==> src/rtl/lifo_stack_with_search_assert.svh <==
// Assertion macros shared by the stack RTL.
`ifndef LIFO_STACK_WITH_SEARCH_ASSERT_SVH
`define LIFO_STACK_WITH_SEARCH_ASSERT_SVH

// Checks that a condition implies another condition in the same cycle.
`define LSTK_ASSERT_SAME(label, ante, cons) \
  label: assert property (@(posedge clk) disable iff (!rst_n) (ante) |-> (cons)) \
    else $error("Stack check failed in the same cycle.");

// Checks that a condition implies another condition in the next cycle.
`define LSTK_ASSERT_NEXT(label, ante, cons) \
  label: assert property (@(posedge clk) disable iff (!rst_n) (ante) |=> (cons)) \
    else $error("Stack check failed one cycle later.");

`endif

==> src/rtl/lstk_pkg.sv <==
// Package with the request and status codes and the word types of the stack.
package lstk_pkg;

  localparam int WORD_W = 32;

  typedef logic [2:0]               req_t;
  typedef logic [1:0]               status_t;
  typedef logic signed [WORD_W-1:0] word_t;

  localparam req_t REQ_PUSH  = 3'd0;
  localparam req_t REQ_POP   = 3'd1;
  localparam req_t REQ_TOP   = 3'd2;
  localparam req_t REQ_FIND  = 3'd3;
  localparam req_t REQ_CPUSH = 3'd4;

  localparam status_t ST_OK      = 2'd0;
  localparam status_t ST_EMPTY   = 2'd1;
  localparam status_t ST_FULL    = 2'd2;
  localparam status_t ST_REFUSED = 2'd3;

endpackage

==> src/rtl/lstk_mem.sv <==
// Entry memory of the stack: one write port and one registered read port.
module lstk_mem import lstk_pkg::*; #(
  parameter int DEPTH = 16,
  parameter int AW    = 4
) (
  input  logic          clk,
  input  logic          wr_en,
  input  logic [AW-1:0] wr_addr,
  input  word_t         wr_data,
  input  logic [AW-1:0] rd_addr,
  output word_t         rd_data
);

  word_t mem [DEPTH];
  word_t rd_data_r;

  always_ff @(posedge clk) begin
    if (wr_en) begin
      mem[wr_addr] <= wr_data;
    end
  end

  always_ff @(posedge clk) begin
    rd_data_r <= mem[rd_addr];
  end

  assign rd_data = rd_data_r;

endmodule

==> src/rtl/lifo_stack_with_search.sv <==
// Push, pop, and any request on an empty stack return their result in the cycle after
// acceptance; read top and conditional push first read the top entry in S_RDTOP, and a
// search over N stored entries reads them in S_SRCH, one memory read per entry.
// busy is high while a read top, conditional push or search is in progress; the next
// request can be accepted at the edge that takes the result, and results cannot stall.
// Reset clears the fill count and the control state; entries are not cleared.
module lifo_stack_with_search import lstk_pkg::*; #(
  parameter int STACK_DEPTH = 16
) (
  input  logic    clk,
  input  logic    rst_n,
  input  logic    start,
  output logic    busy,
  input  req_t    in_req_type,
  input  word_t   in_operand,
  output logic    out_valid,
  output word_t   out_top_word,
  output logic    out_found,
  output logic    out_now_empty,
  output status_t out_status
);

  `include "lifo_stack_with_search_assert.svh"

  localparam int AW = $clog2(STACK_DEPTH);
  localparam int CW = $clog2(STACK_DEPTH + 1);

  localparam logic [1:0] S_IDLE = 2'd0;
  localparam logic [1:0] S_RDTOP = 2'd1;
  localparam logic [1:0] S_SRCH = 2'd2;

  logic [1:0]    state_r, state_nxt;
  logic [CW-1:0] count_r, count_nxt;
  logic [CW-1:0] idx_r, idx_nxt;
  req_t          req_r, req_nxt;
  word_t         opnd_r, opnd_nxt;

  logic          ov_r, ov_nxt;
  word_t         otw_r, otw_nxt;
  logic          of_r, of_nxt;
  logic          oe_r, oe_nxt;
  status_t       ost_r, ost_nxt;

  logic          wr_en;
  logic [AW-1:0] wr_addr;
  word_t         wr_data;
  logic [AW-1:0] rd_addr;
  word_t         rd_data;

  logic [CW-1:0] count_m1;
  logic          is_empty;
  logic          is_full;

  assign count_m1 = count_r - CW'(1);
  assign is_empty = (count_r == '0);
  assign is_full  = (count_r == CW'(STACK_DEPTH));

  lstk_mem #(
    .DEPTH (STACK_DEPTH),
    .AW    (AW)
  ) u_mem (
    .clk     (clk),
    .wr_en   (wr_en),
    .wr_addr (wr_addr),
    .wr_data (wr_data),
    .rd_addr (rd_addr),
    .rd_data (rd_data)
  );

  always_comb begin
    state_nxt = state_r;
    count_nxt = count_r;
    idx_nxt   = idx_r;
    req_nxt   = req_r;
    opnd_nxt  = opnd_r;
    ov_nxt    = 1'b0;
    otw_nxt   = '0;
    of_nxt    = 1'b0;
    ost_nxt   = ST_OK;
    wr_en     = 1'b0;
    wr_addr   = count_r[AW-1:0];
    wr_data   = opnd_r;
    rd_addr   = count_m1[AW-1:0];
    case (state_r)
      S_IDLE: begin
        if (start) begin
          req_nxt  = in_req_type;
          opnd_nxt = in_operand;
          wr_data  = in_operand;
          case (in_req_type)
            REQ_PUSH: begin
              ov_nxt = 1'b1;
              if (is_full) begin
                ost_nxt = ST_FULL;
              end else begin
                wr_en     = 1'b1;
                count_nxt = count_r + CW'(1);
              end
            end
            REQ_POP: begin
              ov_nxt = 1'b1;
              if (is_empty) begin
                ost_nxt = ST_EMPTY;
              end else begin
                count_nxt = count_m1;
              end
            end
            REQ_TOP: begin
              if (is_empty) begin
                ov_nxt  = 1'b1;
                ost_nxt = ST_EMPTY;
              end else begin
                state_nxt = S_RDTOP;
              end
            end
            REQ_FIND: begin
              if (is_empty) begin
                ov_nxt = 1'b1;
              end else begin
                rd_addr   = '0;
                idx_nxt   = CW'(1);
                state_nxt = S_SRCH;
              end
            end
            REQ_CPUSH: begin
              if (is_empty) begin
                ov_nxt    = 1'b1;
                wr_en     = 1'b1;
                count_nxt = count_r + CW'(1);
              end else begin
                state_nxt = S_RDTOP;
              end
            end
            default: begin
              ov_nxt = 1'b1;
            end
          endcase
        end
      end
      S_RDTOP: begin
        ov_nxt    = 1'b1;
        state_nxt = S_IDLE;
        if (req_r == REQ_TOP) begin
          otw_nxt = rd_data;
        end else if (!(opnd_r < rd_data)) begin
          ost_nxt = ST_REFUSED;
        end else if (is_full) begin
          ost_nxt = ST_FULL;
        end else begin
          wr_en     = 1'b1;
          count_nxt = count_r + CW'(1);
        end
      end
      S_SRCH: begin
        if (rd_data == opnd_r) begin
          ov_nxt    = 1'b1;
          of_nxt    = 1'b1;
          state_nxt = S_IDLE;
        end else if (idx_r == count_r) begin
          ov_nxt    = 1'b1;
          state_nxt = S_IDLE;
        end else begin
          rd_addr = idx_r[AW-1:0];
          idx_nxt = idx_r + CW'(1);
        end
      end
      default: begin
        state_nxt = S_IDLE;
      end
    endcase
    oe_nxt = (count_nxt == '0);
  end

  always_ff @(posedge clk) begin
    if (!rst_n) begin
      state_r <= S_IDLE;
      count_r <= '0;
      ov_r    <= 1'b0;
    end else begin
      state_r <= state_nxt;
      count_r <= count_nxt;
      ov_r    <= ov_nxt;
    end
  end

  always_ff @(posedge clk) begin
    idx_r  <= idx_nxt;
    req_r  <= req_nxt;
    opnd_r <= opnd_nxt;
    otw_r  <= otw_nxt;
    of_r   <= of_nxt;
    oe_r   <= oe_nxt;
    ost_r  <= ost_nxt;
  end

  assign busy          = (state_r != S_IDLE);
  assign out_valid     = ov_r;
  assign out_top_word  = otw_r;
  assign out_found     = of_r;
  assign out_now_empty = oe_r;
  assign out_status    = ost_r;

  `LSTK_ASSERT_SAME(a_count_range, 1'b1, count_r <= CW'(STACK_DEPTH))
  `LSTK_ASSERT_SAME(a_result_idle, out_valid, !busy)
  `LSTK_ASSERT_SAME(a_empty_flag, out_valid, out_now_empty == (count_r == '0))
  `LSTK_ASSERT_SAME(a_full_drop, out_valid && out_status == ST_FULL,
                    count_r == CW'(STACK_DEPTH))
  `LSTK_ASSERT_NEXT(a_pop_dec, start && !busy && in_req_type == REQ_POP && count_r != '0,
                    count_r == $past(count_r) - CW'(1))

endmodule
==> config.mk <==
export PLATFORM = sky130hd
export DESIGN_NAME = lifo_stack_with_search
export DESIGN_NICKNAME = d
export VERILOG_FILES = /design/src/rtl/lstk_pkg.sv /design/src/rtl/lstk_mem.sv /design/src/rtl/lifo_stack_with_search.sv
export VERILOG_INCLUDE_DIRS = /design/src /design/src/rtl
export SDC_FILE = /design/constraint.sdc
export NUM_CORES = 1
export LEC_CHECK = 0
export ABC_AREA = 1
export ABC_CLOCK_PERIOD_IN_PS = 3350
export BUFFER_PORTS_ARGS = -buffer_cell sky130_fd_sc_hd__buf_2
export CORE_MARGIN = 2
export CORE_UTILIZATION = 55
export DETAILED_ROUTE_END_ITERATION = 10
export PLACE_DENSITY_LB_ADDON = 0.08
export SLEW_MARGIN = 25
export SYNTH_ARGS = -nofsm -noshare
export SYNTH_HDL_FRONTEND = slang
export SYNTH_HIERARCHICAL = 1
export SYNTH_SLANG_ARGS = --single-unit
==> constraint.sdc <==
create_clock -name clk -period 3.35 [get_ports clk]
set_input_delay 0.67 -clock clk [delete_from_list [all_inputs] [get_ports clk]]
set_output_delay 0.67 -clock clk [all_outputs]
set_load 0.02 [all_outputs]
# Word level (Yosys, flattened, before mapping)
# Memory sizes are Yosys's and may differ from the RTL's. A register that Yosys moved wholly into a read port is not among the register bits.
# Index checks and enable logic that the tools add are counted.
dict set report op_classes {
  add_sub_neg 3
  order_cmp 1
  eq_ne 19
  n_mux 51
  n_reduce_logical 13
}
# cell count
set op_table {}
lappend op_table {{$mux W32} 2}
lappend op_table {{$mux W5} 11}
lappend op_table {{$eq A32 B32 Y1} 1}
lappend op_table {{$lt A32 B32 Y1} 1}
lappend op_table {{$mux W4} 5}
lappend op_table {{$pmux W5 S2} 2}
lappend op_table {{$mux W2} 9}
lappend op_table {{$pmux W2 S2} 4}
lappend op_table {{$pmux W5 S3} 1}
lappend op_table {{$mux W1} 13}
lappend op_table {{$add A5 B1 Y5 const B} 2}
lappend op_table {{$logic_not A5 Y1} 2}
lappend op_table {{$eq A3 B2 Y1 const B} 3}
lappend op_table {{$ne A3 B3 Y1 const B} 3}
lappend op_table {{$ne A2 B2 Y1 const B} 4}
lappend op_table {{$pmux W4 S2} 1}
lappend op_table {{$reduce_and A6 Y1} 1}
lappend op_table {{$eq A5 B5 Y1} 1}
lappend op_table {{$eq A5 B5 Y1 const B} 1}
lappend op_table {{$reduce_and A5 Y1} 1}
lappend op_table {{$sub A5 B1 Y5 const B} 1}
lappend op_table {{$pmux W1 S2} 2}
lappend op_table {{$reduce_and A2 Y1} 2}
lappend op_table {{$reduce_bool A2 Y1} 2}
lappend op_table {{other kinds (11)} 12}
dict set report word_totals {
  reg_bits 84
  mem_bits_rw 512
  inputBits 38
  output_inout_bits 38
  word_cells 98
  memories 1
}
# memory words word_bits rd rd_clocked_by_memory_dff write_ports line
set mem_list {}
lappend mem_list {u_mem.mem 16 32 1 1 1 lstk_mem.sv:14} ;# word_t mem [DEPTH];

# Longest topological paths before layout
dict set report logic_depth {
  depth_word 7
  mapped_depth 21
  ltp_nobuf 21
}

# Modules after synthesis
# Netlist, hierarchy kept.
# module instances cells_each area_per_inst_um2
set modules_own_cells {}
lappend modules_own_cells {lstk_mem 1 2120 22730.6}
lappend modules_own_cells {lifo_stack_with_search 1 548 4185.3}

# Least setup slack after synthesis
# No wires, ideal clock.
dict set report synth_timing {
  path_type {reg-to-reg}
  start {register u_mem.rd_data_r[31] (netlist: u_mem/rd_data[31]), read port of u_mem.mem}
  end {memory u_mem/mem[12][0] in the netlist's numbering (enable)}
  setup_ps 421
  arrival_ps 3235
  slack_ps -306
  path_stages_with_launch 15
  path_buffers 0
  path_cell_list {dfxtp_1 -> inv_1 -> ha_1 -> a21oi_1 -> o21a_1 -> nand2_1 -> a21oi_1 -> nand2_1 -> nand2_2 -> nand2_1 -> inv_1 -> nand2_1 -> o22ai_1 -> nand3_1 -> nor2_1}
}
dict set report synth_via {
  elab_chain_len 6
}
# item line
set synth_rtl {}
lappend synth_rtl {{start, declared} lstk_mem.sv:15} ;# word_t rd_data_r;
lappend synth_rtl {{$lt A32 B32 Y1} lifo_stack_with_search.sv:145} ;# end else if (!(opnd_r < rd_data)) begin
lappend synth_rtl {{$mux W1} lifo_stack_with_search.sv:145}
lappend synth_rtl {{$mux W1} lifo_stack_with_search.sv:143} ;# if (req_r == REQ_TOP) begin
lappend synth_rtl {{$pmux W1 S2} lifo_stack_with_search.sv:84} ;# case (state_r)
lappend synth_rtl {{named net wr_en} lifo_stack_with_search.sv:44} ;# logic wr_en;
lappend synth_rtl {{$mux W1} lstk_mem.sv:18} ;# if (wr_en) begin
lappend synth_rtl {{$mux W1 (implied by the code)} lstk_mem.sv:19} ;# mem[wr_addr] <= wr_data;
lappend synth_rtl {{end, declared} lstk_mem.sv:14}
# The timed path passes the listed nets, and every way through them passes these cells.

# Worst setup path in the final report
dict set report layout_timing {
  start {register u_mem.rd_data_r[23] (netlist: u_mem/rd_data[23]), read port of u_mem.mem}
  end {memory u_mem/mem[8][20] in the netlist's numbering (enable)}
}
# Same word-level chain as after synthesis.

==> flow_summary_export.csv <==
group,metric,value,unit
status,status,"completed",
clocking,clk_pin_slew_worst_paths,0.06,ns
timing,slew_viol_final,0,
synth,yosysMostFrequentCell,"nand2_1",
critical_path,path_max_fanout,7,
finish,area_growth,16.3,%
critical_path,cpPeakStageDelay,0.35,ns
drt,routedWlPerCell,19.0,um
drt,wl,66200,um
synth,synth.distinct_cells,45,
grt,track_usage,26.4,%
synth,postSynthNetCount,2743,
drt,via_per_inst,5.29,
placement,place_ws,-0.243,ns
synth,synthAdderAreaFrac,1.72,%
grt,antenna_found_initial,0,
drt,antenna_left,0,
finish,final_area,0.0313,sq mm
timing,fin_ws,0.144,ns
grt,overflow,0,
clocking,cts_buffers,61,
critical_path,startpoint_type,"flip-flop",
drt,drt_iter0_markers,1724,
timing,slew_headroom,28.8,%
clocking,max-clock-path-buffers,3,
finish,num_antenna_cells,0,
critical_path,critical_path.top_delay_family,"simple AND/OR/NAND/NOR gates",
synth,ys_top_cells_by_count,"nand2_1, edfxtp_1, inv_1, nand3_1, dfxtp_1",
synth,synth_top_area_share,58.0,%
drt,vias,18500,
die,ios,76,
drt,drc_errors,0,
die,dieArea,0.0507,sq mm
critical_path,r2r-start,"u_mem/rd_data[23]",
synth,synth_edf_count,520,
synth,yosysTopAreaCell,"edfxtp_1",
finish,layout-drive-gt1-share,12.4,%
clocking,postCtsHoldBufs,0,
placement,place_inst,3365,
finish,instances_no_fill,3491,
critical_path,path_cells,"inv_2, ha_4, nand2_2, nor2_4, nand4_1, nor2_2, nand2_2, nand3_2, nand2_1, inv_1, nand2_1, o22ai_2, buf_6, nand3b_1, buf_6, nor2_4, buf_12, clkbuf_16",
synth,synth_ff_type,"edfxtp_1",
synth,ys_seq_elements,628,
timing,skew,0.0232,ns
synth,synth_mux_area_share,0,%
synth,synthCells,2668,
drt,first_pass_iters,6,
grt,grt_pass1_vias,17300,
synth,synth_warnings,6,
timing,hold_viol,0,
critical_path,startpoint,"u_mem/rd_data[23]",
timing,setup_viol,0,
synth,synth_xor_area_share,0.390,%
critical_path,cp_num_cells,18,
placement,place.gp.congestion,0.865,
clocking,cts_tree,"yes",
synth,synth_compound_area_share,1.48,%
synth,synthTopCellsByArea,"edfxtp_1, nand2_1, dfxtp_1, nand3_1, inv_1",
worst_hold_path,min_path_type,"input port to flip-flop",
grt,grt_pass1_wl,101000,um
die,rows,81,
synth,synth_top_family_by_area,"simple AND/OR/NAND/NOR gates",
finish,final_nets,2891,
critical_path,worst_r2r_endpoint,"u_mem/mem[8][20]",
critical_path,r2r_slack,0.14,ns
synth,syn-cell-area,0.0269,sq mm
timing,rsz0062_at_grt,"false",
flow_run,max_cap_viol_count,0,
placement,port_buffers,75,
critical_path,rr_worst_depth,18,
clocking,cts.sink_count,628,
power,p_per_area,612,mW/mm^2
critical_path,worstSetupEndpoint,"u_mem/mem[8][20]",
placement,postPlaceCellArea,0.0291,sq mm
die,design.core.area,0.0486,sq mm
timing,period_share,95.7,%
timing,tightestPinTransition,1.06,ns
clocking,cts_htree_levels,2,
timing,fin_crit,3.21,ns
clocking,cts_root_buf,"clkbuf_16",
clocking,clk_latency,0.64,ns
die,die_y,225,um
timing,hold_ws,0.256,ns
critical_path,critPathKind,"flip-flop to flip-flop",
power,irDropWorstVdd,0.476,mV
placement,dp_hpwl,39400,um
timing,fmax,0.312,GHz
grt,grt_max_degree,55,
synth,async_flop_share,0,%
synth,avgSynthCellArea,10.1,sq um
die,start_util,55.3,%
synth,yosysSeqAreaShare,66.0,%
critical_path,end_kind,"flip-flop",
critical_path,worstPathRequired,3.69,ns
synth,synth-simple-area-share,21.0,%
critical_path,worst-path-buf-inv,6,
critical_path,slowest_stage,"dfxtp_1",
die,fp.dieW,225,um
critical_path,arrival,3.54,ns
power,p_leak,13.8,nW
-- area by class of cell --
cell class,count,area (sq um)
clock buffers,71,1570
clock inverters,45,372
fillers,3796,17300
inverters,464,1760
multi-input cells,1459,6880
flip-flops and latches,628,17800
well taps,622,778
repair buffers,202,2160
-- how the worst min path moves through the flow --
| stage | from | to | slack, ns | depth (start not counted) |
|---|---|---|---|---|
| after floorplan | u_mem/rd_data[0] | out_top_word[0] | 0.41 | 2 |
| after global placement | u_mem/rd_data[6] | out_top_word[6] | 0.44 | 2 |
| after detailed placement | u_mem/rd_data[24] | out_top_word[24] | 0.44 | 2 |
| after CTS | in_req_type[1] | req_r[1] | 0.22 | 1 |
| after global routing | in_req_type[1] | req_r[1] | 0.25 | 1 |
| final | in_req_type[1] | req_r[1] | 0.26 | 1 |
-- power breakdown --
group | switching (W) | leakage, nW | internal, W | total (W)
Clock | 0.00293 | 0.953 | 0.00375 | 0.00668
Combinational | 0.00230 | 7.24 | 0.00119 | 0.00349
Sequential | 0.000131 | 5.60 | 0.00886 | 0.00899
Total | 0.00536 | 13.8 | 0.0138 | 0.0192
-- what timing repair did --
item | CTS | global route
setup buffers | 4 | 3
pin swaps | 6 | 12
endpoints found under the hold margin | 0 | 0
gates resized for setup | 12 | 22
cloned | 1 | 2
setup endpoints to repair | 544 | 311
-- layer usage --
layer  vias to the layer above  track usage, %  wire [um]
met1                      8799            37.4      29400
met4                         0            8.44       1720
met5                         -               0          0
met3                       119            3.35       3930
met2                       640            42.6      31100
li1                       8912               -          -
-- stage by stage --
stage	util [%]	TNS, ns	power, W
detailed placement	59.8	-74.14	0.0125
finish	64.3	0	0.0192
global placement	59.8	-83.84	0.0125
global route	64.3	0	0.0199
CTS	64.0	0	0.0192
floorplan	-	-135.20	0.0112
-- flip-flops by register name, indices dropped and copies added, names as in the netlist --
name           count
count_r            5
idx_r              5
opnd_r            32
out_found          1
out_now_empty      1
out_status         2
out_top_word      32
out_valid          1
req_r              3
state_r            2
u_mem/mem        512
u_mem/rd_data     32
-- layout by cell type (no fill, tap or decap), types with 19 or more instances in the layout --
cell and n:
nand3_1 398, edfxtp_1 520, inv_1 455, buf_2 75, clkbuf_16 63, nor2_4 19, nor2_1 57, dfxtp_1 105
buf_12 58, nand2_1 843, a21oi_1 20, ha_1 36, buf_4 57
-- cell families (layout without fill, tap and decap cells) --
kind of cell               count (synthesis)  after routing
adders and majority gates                 37             37
xor gates and xnor gates                  12             12
and+or+nand+nor                         1346           1346
buffers and inverters                    581            782
AOI/OAI and AO/OA                         64             64
DFF                                      628            628
Note: power is estimated with default switching activity, not from simulation.
